### src/design/wcar_pkg.sv
// Shared constants, types and helpers for the weighted choice block.
package wcar_pkg;

   // Table geometry
   localparam int MAX_ENTRIES = 32;
   localparam int IDX_W       = $clog2(MAX_ENTRIES);
   localparam int CNT_W       = $clog2(MAX_ENTRIES + 1);
   localparam int WEIGHT_W    = 14;
   localparam int WEIGHT_MAX  = 10000;
   localparam int TOTAL_W     = $clog2(MAX_ENTRIES * WEIGHT_MAX + 1);
   localparam int RAND_W      = 32;
   localparam int BIT_W       = $clog2(RAND_W);
   localparam int RAW_W       = 16;
   localparam int AVOID_W     = 6;
   localparam int CSR_W       = 6;

   // Commands on the request channel
   localparam logic CMD_WRITE  = 1'b0;
   localparam logic CMD_CHOOSE = 1'b1;

   // Result status codes
   localparam logic [1:0] ST_WRITTEN = 2'd0;
   localparam logic [1:0] ST_CHOSEN  = 2'd1;
   localparam logic [1:0] ST_EMPTY   = 2'd2;

   // Kinds of result the controller asks the datapath to emit
   localparam logic [2:0] EMIT_WRITE    = 3'd0;
   localparam logic [2:0] EMIT_EMPTY    = 3'd1;
   localparam logic [2:0] EMIT_SINGLE   = 3'd2;
   localparam logic [2:0] EMIT_HIT      = 3'd3;
   localparam logic [2:0] EMIT_FALLBACK = 3'd4;

   typedef struct packed {
      logic       store;
      logic       load;
      logic       sum_step;
      logic       div_init;
      logic       div_step;
      logic       walk_init;
      logic       walk_step;
      logic       emit;
      logic [2:0] emit_kind;
   } ctrl_cmd_type;

   typedef struct packed {
      logic count_zero;
      logic count_one;
      logic sum_done;
      logic total_zero;
      logic div_last;
      logic walk_hit;
      logic walk_end;
   } dp_status_type;

   // Clamp a signed raw weight to 1..WEIGHT_MAX
   function automatic logic [WEIGHT_W-1:0] clamp_weight(input logic signed [RAW_W-1:0] raw);
      logic [WEIGHT_W-1:0] res;
      if (raw < 16'sd1) begin
         res = WEIGHT_W'(1);
      end else if (raw > 16'(WEIGHT_MAX)) begin
         res = WEIGHT_W'(WEIGHT_MAX);
      end else begin
         res = raw[WEIGHT_W-1:0];
      end
      return res;
   endfunction

endpackage

### src/design/wcar_ram.sv
// Generic single-port-write, registered-read RAM.
module wcar_ram #(
   parameter int WIDTH = 8,
   parameter int DEPTH = 32
) (
   input  logic                     clock,
   input  logic                     wr_en,
   input  logic [$clog2(DEPTH)-1:0] wr_addr,
   input  logic [WIDTH-1:0]         wr_data,
   input  logic [$clog2(DEPTH)-1:0] rd_addr,
   output logic [WIDTH-1:0]         rd_data
);

   logic [WIDTH-1:0] mem_ff [DEPTH];
   logic [WIDTH-1:0] rd_data_ff;

   // Write port and registered read port
   always_ff @(posedge clock) begin
      if (wr_en) begin
         mem_ff[wr_addr] <= wr_data;
      end
      rd_data_ff <= mem_ff[rd_addr];
   end

   assign rd_data = rd_data_ff;

endmodule

### src/design/wcar_ctrl.sv
// Controller state machine sequencing sum, modulo and walk phases.
module wcar_ctrl (
   input  logic                   clock,
   input  logic                   reset,
   input  logic                   start,
   input  logic                   req_command,
   input  wcar_pkg::dp_status_type stat,
   output wcar_pkg::ctrl_cmd_type  cmd,
   output logic                   busy
);

   localparam logic [1:0] S_IDLE = 2'd0;
   localparam logic [1:0] S_SUM  = 2'd1;
   localparam logic [1:0] S_DIV  = 2'd2;
   localparam logic [1:0] S_WALK = 2'd3;

   logic [1:0] state_ff;
   logic [1:0] state_in;
   logic       accept;

   assign busy   = (state_ff != S_IDLE);
   assign accept = start && !busy;

   // Next state and command decode
   always_comb begin
      state_in      = state_ff;
      cmd           = '0;
      cmd.emit_kind = wcar_pkg::EMIT_WRITE;
      unique case (state_ff)
         S_IDLE: begin
            if (accept) begin
               if (req_command == wcar_pkg::CMD_WRITE) begin
                  cmd.store     = 1'b1;
                  cmd.emit      = 1'b1;
                  cmd.emit_kind = wcar_pkg::EMIT_WRITE;
               end else if (stat.count_zero) begin
                  cmd.emit      = 1'b1;
                  cmd.emit_kind = wcar_pkg::EMIT_EMPTY;
               end else if (stat.count_one) begin
                  cmd.emit      = 1'b1;
                  cmd.emit_kind = wcar_pkg::EMIT_SINGLE;
               end else begin
                  cmd.load = 1'b1;
                  state_in = S_SUM;
               end
            end
         end
         S_SUM: begin
            cmd.sum_step = 1'b1;
            if (stat.sum_done) begin
               if (stat.total_zero) begin
                  cmd.emit      = 1'b1;
                  cmd.emit_kind = wcar_pkg::EMIT_FALLBACK;
                  state_in      = S_IDLE;
               end else begin
                  cmd.div_init = 1'b1;
                  state_in     = S_DIV;
               end
            end
         end
         S_DIV: begin
            cmd.div_step = 1'b1;
            if (stat.div_last) begin
               cmd.walk_init = 1'b1;
               state_in      = S_WALK;
            end
         end
         S_WALK: begin
            cmd.walk_step = 1'b1;
            if (stat.walk_hit) begin
               cmd.emit      = 1'b1;
               cmd.emit_kind = wcar_pkg::EMIT_HIT;
               state_in      = S_IDLE;
            end else if (stat.walk_end) begin
               cmd.emit      = 1'b1;
               cmd.emit_kind = wcar_pkg::EMIT_FALLBACK;
               state_in      = S_IDLE;
            end
         end
         default: begin
            state_in = S_IDLE;
         end
      endcase
   end

   always_ff @(posedge clock) begin
      if (reset) begin
         state_ff <= S_IDLE;
      end else begin
         state_ff <= state_in;
      end
   end

endmodule

### src/design/wcar_dp.sv
// Datapath: weight table, running total, bit-serial modulo and cumulative walk.
module wcar_dp (
   input  logic                                  clock,
   input  logic                                  reset,
   input  wcar_pkg::ctrl_cmd_type                 cmd,
   output wcar_pkg::dp_status_type                stat,
   input  logic                                  csr_we,
   input  logic [wcar_pkg::CSR_W-1:0]            csr_wdata,
   input  logic [wcar_pkg::IDX_W-1:0]            req_entry_index,
   input  logic signed [wcar_pkg::RAW_W-1:0]     req_raw_weight,
   input  logic signed [wcar_pkg::AVOID_W-1:0]   req_avoid_index,
   input  logic [wcar_pkg::RAND_W-1:0]           req_random_word,
   output logic                                  rsp_valid,
   output logic [1:0]                            rsp_status,
   output logic [wcar_pkg::IDX_W-1:0]            rsp_chosen_index
);

   logic [wcar_pkg::CSR_W-1:0]    entry_count_ff;
   logic [wcar_pkg::CNT_W-1:0]    n_ff, n_in;
   logic [wcar_pkg::CNT_W-1:0]    cnt_ff, cnt_in;
   logic [wcar_pkg::IDX_W-1:0]    rd_idx_ff, rd_idx_in;
   logic                          rd_vld_ff, rd_vld_in;
   logic [wcar_pkg::TOTAL_W-1:0]  total_ff, total_in;
   logic [wcar_pkg::TOTAL_W-1:0]  rem_ff, rem_in;
   logic [wcar_pkg::RAND_W-1:0]   rnd_ff, rnd_in;
   logic [wcar_pkg::BIT_W-1:0]    bit_ff, bit_in;
   logic [wcar_pkg::AVOID_W-1:0]  avoid_ff, avoid_in;
   logic                          rsp_valid_ff, rsp_valid_in;
   logic [1:0]                    status_ff, status_in;
   logic [wcar_pkg::IDX_W-1:0]    index_ff, index_in;

   logic [wcar_pkg::WEIGHT_W-1:0] rd_data;
   logic                          issue;
   logic                          avoided;
   logic [wcar_pkg::TOTAL_W:0]    trial;
   logic [wcar_pkg::TOTAL_W:0]    trial_diff;
   logic [wcar_pkg::TOTAL_W-1:0]  rd_wide;
   logic                          below;
   logic [wcar_pkg::IDX_W-1:0]    fallback_idx;

   // Weight table
   wcar_ram #(
      .WIDTH (wcar_pkg::WEIGHT_W),
      .DEPTH (wcar_pkg::MAX_ENTRIES)
   ) u_table (
      .clock   (clock),
      .wr_en   (cmd.store),
      .wr_addr (req_entry_index),
      .wr_data (wcar_pkg::clamp_weight(req_raw_weight)),
      .rd_addr (cnt_ff[wcar_pkg::IDX_W-1:0]),
      .rd_data (rd_data)
   );

   // Status towards the controller
   assign issue   = (cmd.sum_step || cmd.walk_step) && (cnt_ff < n_ff);
   assign avoided = !avoid_ff[wcar_pkg::AVOID_W-1] &&
                    (avoid_ff[wcar_pkg::IDX_W-1:0] == rd_idx_ff);
   assign rd_wide = wcar_pkg::TOTAL_W'(rd_data);
   assign below   = (rem_ff < rd_wide);
   assign trial      = {rem_ff, rnd_ff[wcar_pkg::RAND_W-1]};
   assign trial_diff = trial - {1'b0, total_ff};
   assign fallback_idx = (avoid_ff == '0) ? wcar_pkg::IDX_W'(1) : '0;

   always_comb begin
      stat.count_zero = (entry_count_ff == '0);
      stat.count_one  = (entry_count_ff == wcar_pkg::CSR_W'(1));
      stat.sum_done   = (cnt_ff == n_ff) && !rd_vld_ff;
      stat.total_zero = (total_ff == '0);
      stat.div_last   = (bit_ff == wcar_pkg::BIT_W'(wcar_pkg::RAND_W - 1));
      stat.walk_hit   = rd_vld_ff && !avoided && below;
      stat.walk_end   = (cnt_ff == n_ff) && !rd_vld_ff;
   end

   // Phase registers: table sweep, total, modulo and walk remainder
   always_comb begin
      n_in      = n_ff;
      cnt_in    = cnt_ff;
      rd_idx_in = cnt_ff[wcar_pkg::IDX_W-1:0];
      rd_vld_in = issue;
      total_in  = total_ff;
      rem_in    = rem_ff;
      rnd_in    = rnd_ff;
      bit_in    = bit_ff;
      avoid_in  = avoid_ff;

      if (issue) begin
         cnt_in = cnt_ff + wcar_pkg::CNT_W'(1);
      end

      // capture the transaction and clamp the active count
      if (cmd.load) begin
         if (entry_count_ff > wcar_pkg::CSR_W'(wcar_pkg::MAX_ENTRIES)) begin
            n_in = wcar_pkg::CNT_W'(wcar_pkg::MAX_ENTRIES);
         end else begin
            n_in = wcar_pkg::CNT_W'(entry_count_ff);
         end
         cnt_in    = '0;
         rd_vld_in = 1'b0;
         total_in  = '0;
         rnd_in    = req_random_word;
         avoid_in  = req_avoid_index;
      end

      // accumulate non-avoided weights
      if (cmd.sum_step && rd_vld_ff && !avoided) begin
         total_in = total_ff + rd_wide;
      end

      if (cmd.div_init) begin
         rem_in = '0;
         bit_in = '0;
      end

      // one restoring division step per cycle, keep only the remainder
      if (cmd.div_step) begin
         if (trial >= {1'b0, total_ff}) begin
            rem_in = trial_diff[wcar_pkg::TOTAL_W-1:0];
         end else begin
            rem_in = trial[wcar_pkg::TOTAL_W-1:0];
         end
         rnd_in = {rnd_ff[wcar_pkg::RAND_W-2:0], 1'b0};
         bit_in = bit_ff + wcar_pkg::BIT_W'(1);
      end

      // restart the sweep for the walk
      if (cmd.walk_init) begin
         cnt_in    = '0;
         rd_vld_in = 1'b0;
      end

      // step down the cumulative spans
      if (cmd.walk_step && rd_vld_ff && !avoided && !below) begin
         rem_in = rem_ff - rd_wide;
      end
   end

   // Result register
   always_comb begin
      rsp_valid_in = cmd.emit;
      status_in    = status_ff;
      index_in     = index_ff;
      if (cmd.emit) begin
         case (cmd.emit_kind)
            wcar_pkg::EMIT_WRITE: begin
               status_in = wcar_pkg::ST_WRITTEN;
               index_in  = '0;
            end
            wcar_pkg::EMIT_EMPTY: begin
               status_in = wcar_pkg::ST_EMPTY;
               index_in  = '0;
            end
            wcar_pkg::EMIT_SINGLE: begin
               status_in = wcar_pkg::ST_CHOSEN;
               index_in  = '0;
            end
            wcar_pkg::EMIT_HIT: begin
               status_in = wcar_pkg::ST_CHOSEN;
               index_in  = rd_idx_ff;
            end
            default: begin
               status_in = wcar_pkg::ST_CHOSEN;
               index_in  = fallback_idx;
            end
         endcase
      end
   end

   // Control state
   always_ff @(posedge clock) begin
      if (reset) begin
         entry_count_ff <= '0;
         cnt_ff         <= '0;
         rd_vld_ff      <= 1'b0;
         rsp_valid_ff   <= 1'b0;
         n_ff           <= '0;
         bit_ff         <= '0;
      end else begin
         if (csr_we) begin
            entry_count_ff <= csr_wdata;
         end
         cnt_ff       <= cnt_in;
         rd_vld_ff    <= rd_vld_in;
         rsp_valid_ff <= rsp_valid_in;
         n_ff         <= n_in;
         bit_ff       <= bit_in;
      end
   end

   // Payload state
   always_ff @(posedge clock) begin
      rd_idx_ff <= rd_idx_in;
      total_ff  <= total_in;
      rem_ff    <= rem_in;
      rnd_ff    <= rnd_in;
      avoid_ff  <= avoid_in;
      status_ff <= status_in;
      index_ff  <= index_in;
   end

   assign rsp_valid        = rsp_valid_ff;
   assign rsp_status       = status_ff;
   assign rsp_chosen_index = index_ff;

endmodule

### src/design/weighted_choice_avoid_repeat.sv
// Weighted roulette-wheel choice with an avoided entry: top level.
// A write, an empty or single-entry choice answers in the cycle after start.
// A full choice sums the table, runs a bit-serial modulo of the random word and then
// walks the cumulative spans; the table's single read port sets the sweeps.
// A new transaction is taken once busy falls; results are strobes, no stall.
// Synchronous reset clears the entry count and control; table contents are kept.
module weighted_choice_avoid_repeat (
   input  logic                                clock,
   input  logic                                reset,
   input  logic                                start,
   output logic                                busy,
   input  logic                                req_command,
   input  logic [wcar_pkg::IDX_W-1:0]          req_entry_index,
   input  logic signed [wcar_pkg::RAW_W-1:0]   req_raw_weight,
   input  logic signed [wcar_pkg::AVOID_W-1:0] req_avoid_index,
   input  logic [wcar_pkg::RAND_W-1:0]         req_random_word,
   output logic                                rsp_valid,
   output logic [1:0]                          rsp_status,
   output logic [wcar_pkg::IDX_W-1:0]          rsp_chosen_index,
   input  logic                                csr_we,
   input  logic [wcar_pkg::CSR_W-1:0]          csr_wdata
);

   wcar_pkg::ctrl_cmd_type  cmd;
   wcar_pkg::dp_status_type stat;

   // Sequencer
   wcar_ctrl u_ctrl (
      .clock       (clock),
      .reset       (reset),
      .start       (start),
      .req_command (req_command),
      .stat        (stat),
      .cmd         (cmd),
      .busy        (busy)
   );

   // Table and arithmetic
   wcar_dp u_dp (
      .clock            (clock),
      .reset            (reset),
      .cmd              (cmd),
      .stat             (stat),
      .csr_we           (csr_we),
      .csr_wdata        (csr_wdata),
      .req_entry_index  (req_entry_index),
      .req_raw_weight   (req_raw_weight),
      .req_avoid_index  (req_avoid_index),
      .req_random_word  (req_random_word),
      .rsp_valid        (rsp_valid),
      .rsp_status       (rsp_status),
      .rsp_chosen_index (rsp_chosen_index)
   );

endmodule
### config.mk
export PLATFORM = sky130hd
export DESIGN_NAME = weighted_choice_avoid_repeat
export DESIGN_NICKNAME = d
export VERILOG_FILES = /design/src/design/wcar_pkg.sv /design/src/design/wcar_ram.sv /design/src/design/wcar_ctrl.sv /design/src/design/wcar_dp.sv /design/src/design/weighted_choice_avoid_repeat.sv
export SDC_FILE = /design/constraint.sdc
export NUM_CORES = 1
export LEC_CHECK = 0
export ABC_AREA = 1
export BUFFER_PORTS_ARGS = -buffer_cell sky130_fd_sc_hd__buf_2
export CAP_MARGIN = 20
export CORE_AREA = 2 2 239 241
export CTS_CLUSTER_SIZE = 14
export DETAILED_ROUTE_END_ITERATION = 10
export DIE_AREA = 0 0 241 243
export PLACE_DENSITY = 0.6
export SLEW_MARGIN = 20
export SYNTH_ARGS = -nofsm -noshare
export SYNTH_HDL_FRONTEND = slang
export SYNTH_SLANG_ARGS = --single-unit
### constraint.sdc
create_clock -name clock -period 3.2 [get_ports clock]
set_input_delay 0.32 -clock clock [delete_from_list [all_inputs] [get_ports clock]]
set_output_delay 0.32 -clock clock [all_outputs]
set_load 0.05 [all_outputs]
== After elaboration in Yosys (flattened, before gate mapping) ==
Memory sizes are Yosys's and may differ from the RTL's. A register that Yosys moved wholly into a read port is not among the register bits.
Cells that the tools add are included.

* Add/sub/neg operators: 5
* Equality and inequality tests: 17
* Bitwise operators: 0
* Magnitude comparators: 6
* Shift operators: 0
* Multiplexer cells: 49
* $mul: 0
* Reductions and logical operators: 30
* Divide/modulo/power cells: 0

{| class="wikitable"
|+ Operator list
! kind !! number
|-
| 2-to-1 mux 19 bit || 6
|-
| 2-to-1 mux 32 bit || 2
|-
| 2-to-1 mux 4 bit || 8
|-
| 2-to-1 mux 14 bit || 2
|-
| 2-to-1 mux 2 bit || 13
|-
| greater-or-equal comparator 20 x 19 -> 1 bit || 1
|-
| adder 19 x 14 -> 19 bit || 1
|-
| zero test 19 bit || 1
|-
| less-than comparator 19 x 14 -> 1 bit || 1
|-
| subtractor 19 x 14 -> 19 bit || 1
|-
| subtractor 19 bit || 1
|-
| > comparator 16 x 15 -> 1 bit, second input constant || 1
|-
| less-than comparator 16 x 2 -> 1 bit, second input constant || 1
|-
| zero test 6 bit || 2
|-
| one-hot mux 4 bit (3 select lines) || 1
|-
| logical AND 1 bit || 11
|-
| 2-to-1 mux 1 bit || 11
|-
| 2-to-1 mux 5 bit || 2
|-
| != test 2 bit, second input constant || 5
|-
| one-hot mux 5 bit (2 select lines) || 1
|-
| one-hot mux 2 bit (4 select lines) || 1
|-
| nonzero test 2 bit || 4
|-
| AND reduction 7 bit || 1
|-
| adder 6 x 1 -> 6 bit, second input constant || 1
|-
| other kinds (21) || 28
|}

* Input port bits: 70
* Register bits: 115
* Word-level logic and storage cells: 123
* Bits in read-only memories: 0
* Bits in writable memories: 448
* Bits in latches: 0
* Output and inout port bits: 9
* Memories kept: 1

{| class="wikitable"
|+ Memories
! name !! words !! bits a word !! read ports !! clocked after memory_dff !! write ports !! RTL line !! source
|-
| u_dp.u_table.mem_ff || 32 || 14 || 1 || 1 || 1 || wcar_ram.sv:14 || <nowiki>logic [WIDTH-1:0] mem_ff [DEPTH];</nowiki>
|}

== Longest topological paths before layout ==
Gate-level depths: netlist of run 1.

* Depth after elaboration: 10
* Mapped depth: 15

== By module ==
Synthesis of run 1 repeated with hierarchy kept, for this count alone.

* Cells, all modules: 2787
* Area total of the unflattened synthesis: 27107.2 um2

{| class="wikitable"
|+ By module, submodules not included
! module !! times used !! area each (um2) !! cells each !! sequential area each (um2)
|-
| wcar_ram || 1 || 18597.8 || 1575 || 13733.2
|-
| wcar_dp || 1 || 8272.9 || 1166 || 3083.0
|-
| wcar_ctrl || 1 || 236.5 || 46 || 40.0
|}

== Worst setup path after synthesis of run 1 ==
OpenSTA, ideal clock, no wires.

* Path kind: input-to-reg
* Start point: in req_raw_weight[1] (netlist name)
* End point: mem u_dp.u_table.mem_ff[0][0] (netlist name) (data pin)
* Arrival: 2029 ps
* Buffers on the path: 0
* Slack: 717 ps
* Required time: 2746 ps
* Cell stages on the path: 7
* Path through: nor2_1 nand2_1 nand2_1 nand3b_1 nand4_1 a21oi_1 o21ai_0

* Cells in the longest elaborated chain, start to end: 3
* Elaborated cells between the ends (all ways): 4
* Those cells by class: order compare (2); mux (2)

{| class="wikitable"
|+ RTL lines
! what !! RTL line !! source
|-
| start: declaration || weighted_choice_avoid_repeat.sv:14 || <nowiki>input logic signed [wcar_pkg::RAW_W-1:0] req_raw_weight,</nowiki>
|-
| > comparator 16 x 15 -> 1 bit || wcar_pkg.sv:60 || <nowiki>end else if (raw > 16'(WEIGHT_MAX)) begin</nowiki>
|-
| 2-to-1 mux 14 bit || wcar_pkg.sv:60 ||
|-
| 2-to-1 mux 14 bit * || wcar_pkg.sv:58 || <nowiki>if (raw < 16'sd1) begin</nowiki>
|-
| via u_dp.u_table.wr_data[0] || wcar_ram.sv:9 || <nowiki>input logic [WIDTH-1:0] wr_data,</nowiki>
|-
| end: declaration || wcar_ram.sv:14 ||
|}

Mark *: on every way through the listed nets, which the timed path passes. The rest lies on a longest branch.

== Final worst setup path of run 1 ==
* Start point: reg u_dp.rnd_ff[31] (netlist name)
* End point: reg u_dp.rem_ff[10] (netlist name) (data pin)

* Cells in the longest elaborated chain, start to end: 4
* Elaborated cells between the ends (all ways): 5
* Those cells by class: add/sub (1); order compare (1); mux (3)

{| class="wikitable"
|+ RTL lines
! what !! RTL line !! source
|-
| start: declaration || wcar_dp.sv:25 || <nowiki>logic [wcar_pkg::RAND_W-1:0] rnd_ff, rnd_in;</nowiki>
|-
| start signal: assignment || wcar_dp.sv:194 || <nowiki>rnd_ff <= rnd_in;</nowiki>
|-
| subtractor 19 bit / greater-or-equal comparator 20 x 19 -> 1 bit (equally long branches) || wcar_dp.sv:61, wcar_dp.sv:116 ||
|-
| 2-to-1 mux 19 bit * || wcar_dp.sv:116 || <nowiki>if (trial >= {1'b0, total_ff}) begin</nowiki>
|-
| 2-to-1 mux 19 bit * || wcar_dp.sv:115 || <nowiki>if (cmd.div_step) begin</nowiki>
|-
| 2-to-1 mux 19 bit * || wcar_dp.sv:132 || <nowiki>if (cmd.walk_step && rd_vld_ff && !avoided && !below) begin</nowiki>
|-
| via u_dp.rem_in, one bit || wcar_dp.sv:24 || <nowiki>logic [wcar_pkg::TOTAL_W-1:0] rem_ff, rem_in;</nowiki>
|-
| end signal: assignment || wcar_dp.sv:193 || <nowiki>rem_ff <= rem_in;</nowiki>
|-
| end: declaration || wcar_dp.sv:24 ||
|}

Marked as above.
A chain may end at the register's enable or synchronous reset.

==> results of run 1 <==
-- worst max-delay path, stage by stage (launching register included) --
cell,delay [ns]
edfxtp_1,0.40
inv_1,0.06
ha_1,0.25
fa_1,0.44
o21ai_1,0.38
nand4_2,0.19
nand3_4,0.29
buf_12,0.20
a21oi_2,0.07
o21ai_1,0.12
nand2_1,0.06
-- power by group through the flow --
stage | clock [W] | sequential (W) | combinational (W)
detailed placement | 0 | 0.00922 | 0.00442
global route | 0.00754 | 0.00911 | 0.00504
CTS | 0.00724 | 0.00906 | 0.00451
global placement | 0 | 0.00920 | 0.00437
finish | 0.00711 | 0.00907 | 0.00452
floorplan | 0 | 0.00920 | 0.00326
-- through the flow --
stage,power (W),hold WS (ns),worst slack (ns),std cells
after detailed placement,0.0136,0.407,0.508,3092
after CTS,0.0208,0.00958,0.496,3250
after floorplan,0.0125,0.352,0.717,2280
after global routing,0.0217,0.0492,0.321,3250
after global placement,0.0136,0.407,0.542,3092
final,0.0207,0.0486,0.488,3250
-- state kept, by name (all words and copies together) (netlist names), 2 cells and up, named ones only --
register and count:
u_dp.entry_count_ff 6, u_dp.u_table.rd_data 14, u_dp.total_ff 19, u_dp.rnd_ff 32, u_dp.rd_idx_ff 5, u_dp.rsp_status 2
u_dp.rsp_chosen_index 5, u_dp.u_table.mem_ff 448, u_dp.avoid_ff 6, u_dp.bit_ff 5, u_dp.rem_ff 19, u_dp.n_ff 6
u_dp.cnt_ff 6
-- final timing paths --
check	cells past startpoint	from	end
worst max-delay path	10	u_dp.rnd_ff[31]$_DFFE_PP_	u_dp.rem_ff[10]$_DFFE_PP_
worst min-delay path	3	csr_we	u_dp.entry_count_ff[4]$_SDFFE_PP0P_
worst max register to register	10	u_dp.rnd_ff[31]$_DFFE_PP_	u_dp.rem_ff[10]$_DFFE_PP_
worst min register to register	0	u_dp.cnt_ff[1]$_SDFFE_PP0P_	u_dp.rd_idx_ff[1]$_DFF_P_
-- routing by layer --
layer  track usage  vias to the layer above  wire, µm
met4        0.0790                        4      1940
met1         0.304                     8837     28500
li1              -                     8585         -
met3        0.0334                      102      4060
met5             0                        -        22
met2         0.375                      588     31900
-- cells by family (layout without fill, tap and decap cells) --
family | count (synthesis) | after routing | share of synthesized area
flip-flops | 577 | 577 | 0.658
buffers and inverters | 262 | 476 | 0.0419
AO/OA/AOI/OAI | 585 | 585 | 0.136
adder cells (fa/ha/maj) | 59 | 59 | 0.0297
XOR/XNOR | 26 | 26 | 0.00889
AND/OR/NAND/NOR | 771 | 771 | 0.125
-- synth_stat cells (4+ instances only) --
master | count | area share
dfxtp_1 | 47 | 0.037
xor2_1 | 15 | 0.0051
o21bai_1 | 5 | 0.0015
o21ai_2 | 4 | 0.0014
o21ai_0 | 274 | 0.054
o21ai_1 | 24 | 0.0047
o211ai_2 | 4 | 0.0020
nand3_1 | 77 | 0.015
a21o_1 | 5 | 0.0015
nor2_1 | 374 | 0.055
nor3_1 | 6 | 0.0012
clkbuf_1 | 69 | 0.010
xnor2_1 | 11 | 0.0038
nand4_1 | 25 | 0.0061
buf_4 | 7 | 0.0021
a21boi_0 | 4 | 0.0012
o211ai_1 | 15 | 0.0044
nand3b_1 | 4 | 0.0012
o22ai_1 | 74 | 0.018
inv_1 | 149 | 0.022
buf_1 | 6 | 0.00088
nand2_1 | 263 | 0.039
nor4_1 | 6 | 0.0015
a21oi_1 | 78 | 0.015
ha_1 | 56 | 0.027
buf_2 | 23 | 0.0045
o221ai_1 | 43 | 0.015
edfxtp_1 | 530 | 0.62
a22o_1 | 31 | 0.011
a21oi_2 | 10 | 0.0034
-- final cells by class --
class	count	area share
Timing Repair Buffer	212	0.0535
Clock buffer	74	0.0530
Sequential cell	577	0.567
Tap cell	756	0.0318
Clock inverter	37	0.0147
Inverter	153	0.0195
Multi-Input combinational cell	1441	0.260
==> reports/metrics.csv, run 1 <==
metric,value,unit
Hold Buf Count CTS,47,
final setup skew,0.0295,ns
main flop type after synthesis,edfxtp_1,
internal power contribution,0.0144,W
max_cap viols,0,
GR Overflow Total,0,
setup_tns,0,ns
post-synthesis async set-or-reset flop share,0,
"most common cell after layout, fill and taps aside",edfxtp_1,
core area,0.0560,mm²
H-tree depth,2,
status,completed,
Filler Cells Inserted,4854,
Sw Ratio,0.304,
Max clock buf depth,3,
initial antenna violation count,2,
hpwl dp,41.2,mm
Critical Path RT,3.59,ns
Routed Antenna Nets,0,
CP max FO,19,
synthesized instance count,2280,
CTS Sinks,577,
n_diodes,0,
setup repair bufs after CTS,0,
via count,18100,
vias per inst,5.57,
Root Buffer,clkbuf_16,
DR pass1 iterations,6,
Critical Path AT,3.10,ns
CTS tree,built,
nets@finish,2574,
most frequent cells in the layout,"edfxtp_1 (530), nor2_1 (360), o21ai_0 (273)",
Synthesis Warnings,0,
Iter 0 DRT Violations,1734,
Mapped Area,0.0256,mm²
fin crit share,0.847,
Reg area,0.0169,mm²
CP Class,reg2reg,
VDD IR max,0.438,mV
Routed WL,66.5,mm
share of cells above drive strength 1,0.123,
sequential area share after synthesis,0.658,
CTS buffer count,60,
Resized cells post-CTS,0,
Final Util,0.531,
startpoint types,flop,
DR WL/cell,20.5,µm
Clock Latency Late Sink,0.65,ns
Power per Cell Area,697,mW/mm²
number of enable flip-flop cells after synthesis,530,
Layout area overhead,16.1,%
port bufs,78,
clock share of power,0.343,
RSZ-0062 raised after global routing,false,
achievable frequency,369,MHz
vias in the first global route,17800,
Initial Utilization,0.458,
worst slew pin tran,0.914,ns
Synth cell types,56,
P_sw,0.00628,W
leakage dissipation,10.9,nW
Pins Over Slew Limit,0,
fin area,0.0297,mm²
area occupied by multi-input gates,0.00773,mm²
Post-DP Area,0.0272,mm²
Syn Area/Cell,11.2,µm²
DIE HEIGHT,243,µm
number of remaining DRC errors,0,
die footprint,0.0586,mm²
Die Span X,241,µm
slew margin rel.,0.390,
io pins,79,
first-pass GRT wire length,102,mm
Final min period,2.71,ns
syn_nets,2409,
R2R setup slack,0.49,ns
# rows,87,
Hold Fails Final Rpt,0,
Synth Register Bits,577,
RePlAce Congestion,0.894,
pin count of the biggest net entering global routing,116,
Final setup viols,0,
"Reg clk slew, reported paths",0.07,ns
Comb power frac,0.219,
crit path capture type,flop,
Hold Crit Class,in2reg,
Overall Global Routing Usage,0.227,
Seq pwr share,0.438,
(Power assumes the default switching activity.)
==> run 2, diff against run 1 <==
- clock period: 3.2 -> 2.6 ns (I/O delays scaled with it)
==> reports/metrics.csv, run 2 (synthesized netlist as in run 1, its figures left out) <==
metric,value,unit
CP Class,reg2reg,
GR Overflow Total,0,
Root Buffer,clkbuf_16,
CTS tree,built,
Met3 Wirelength,3.82,mm
pin count of the biggest net entering global routing,75,
DIE HEIGHT,243,µm
port bufs,78,
number of remaining DRC errors,0,
initial antenna violation count,0,
top flop regs,"u_dp.u_table.mem_ff (448), u_dp.rnd_ff (32)",
Clock Latency Late Sink,0.66,ns
Worst path top cell family by delay,compound AO/OA/AOI/OAI gates,
H-tree depth,2,
fin cells,3274,
Die Span X,241,µm
leakage dissipation,11.1,nW
CTS buffer count,60,
die footprint,0.0586,mm²
setup_tns,0,ns
Initial Utilization,0.458,
core area,0.0560,mm²
vias per inst,5.51,
worst slew pin tran,1.16,ns
Critical Path RT,2.98,ns
most frequent cells in the layout,"edfxtp_1 (530), nor2_1 (360), o21ai_0 (270)",
total power,0.0259,W
Critical Path AT,2.80,ns
CTS Sinks,577,
max_cap viols,0,
Final setup viols,0,
Hold Crit Class,in2reg,
Max clock buf depth,3,
Overall Global Routing Usage,0.225,
CP max FO,5,
n_diodes,0,
vias in the first global route,17600,
achievable frequency,412,MHz
crit path capture type,flop,
Final min period,2.43,ns
DR WL/cell,20.2,µm
Pins Over Slew Limit,0,
Crit path largest cell delay,0.44,ns
VDD IR max,0.681,mV
crit path cell chain,ha_1 -> a21oi_1 -> nand2_1 -> a21boi_0 -> nand3b_1 -> nand2_1 -> nand2_1 -> nand3_1 -> inv_1 -> o21ai_2,
CP max-delay cell,edfxtp_1,
"most common cell after layout, fill and taps aside",edfxtp_1,
met1 wire length,29.1,mm
Final Worst Setup Slack,0.172,ns
Power per Cell Area,852,mW/mm²
Routed WL,66.0,mm
"Reg clk slew, reported paths",0.06,ns
fin crit share,0.934,
CP most frequent cell,nand2_1,
DR pass1 iterations,5,
Iter 0 DRT Violations,1524,
Fin Hold WS,0.0541,ns
via count,18000,
status,completed,
top sig layer,met4,
final setup skew,0.0400,ns
io pins,79,
Routed Antenna Nets,0,
RSZ-0062 raised after global routing,true,
slew margin rel.,0.229,
crit path buf inv count,1,
Layout area overhead,18.5,%
hpwl dp,41.4,mm
share of cells above drive strength 1,0.135,
met2 WL post-DR,31.1,mm
RePlAce Congestion,0.884,
first-pass GRT wire length,101,mm
nets@finish,2598,
max FFs per register,448,
Placed Cells,3110,
Place WS,0.114,ns
"Most flops, register",u_dp.u_table.mem_ff,
startpoint types,flop,
Hold Fails Final Rpt,0,
# rows,87,
run 2: worst min-delay path: cells and delay by family:
| family | cells | cell delay, ns |
|---|---|---|
| AOI/OAI and AO/OA | 1 | 0.14 |
| buffers and inverters | 2 | 0.23 |
run 2: timing repair:
action / CTS / global route
setup buffers: 0 / 4
endpoints found under the hold margin: 50 / 0
hold buffers: 49 / 0
endpoints found under the setup margin: 0 / 19
resized for setup: 0 / 12
run 2: power breakdown:
group | switching (W) | internal [W] | total (W)
clock network | 0.00366 | 0.00516 | 0.00883
registers | 0.000345 | 0.0108 | 0.0111
logic | 0.00379 | 0.00208 | 0.00587
run 2: area by class of cell:
| class | count | area (µm²) |
|---|---|---|
| Fill cell | 4758 | 25600 |
| Clock buffer | 71 | 1540 |
| Multi-Input combinational cell | 1441 | 7750 |
| Clock inverter | 40 | 505 |
| Inverter | 153 | 583 |
| Tap cell | 756 | 946 |
| Timing Repair Buffer | 236 | 2150 |
| Sequential cell | 577 | 16900 |
run 2: per-layer routing:
| layer | up-vias | global-route usage |
|---|---|---|
| li1 | 8618 | - |
| met1 | 8801 | 0.308 |
| met2 | 515 | 0.371 |
| met3 | 98 | 0.0288 |
| met4 | 0 | 0.0772 |
| met5 | - | 0 |
run 2: worst paths after layout:
check	to	cells past startpoint	slack, ns	start
max reg2reg	u_dp.rem_ff[13]$_DFFE_PP_	10	0.17	u_dp.rem_ff[1]$_DFFE_PP_
min	u_dp.entry_count_ff[1]$_SDFFE_PP0P_	3	0.05	csr_we
min reg2reg	u_dp.rd_idx_ff[2]$_DFF_P_	0	0.40	u_dp.cnt_ff[2]$_SDFFE_PP0P_
max	u_dp.rem_ff[13]$_DFFE_PP_	10	0.17	u_dp.rem_ff[1]$_DFFE_PP_
run 2: stage by stage:
stage	util	cell area (µm²)
after floorplan	-	25600
after global placement	0.496	27700
after detailed placement	0.496	27700
after CTS	0.541	30300
after global routing	0.542	30300
final	0.542	30300
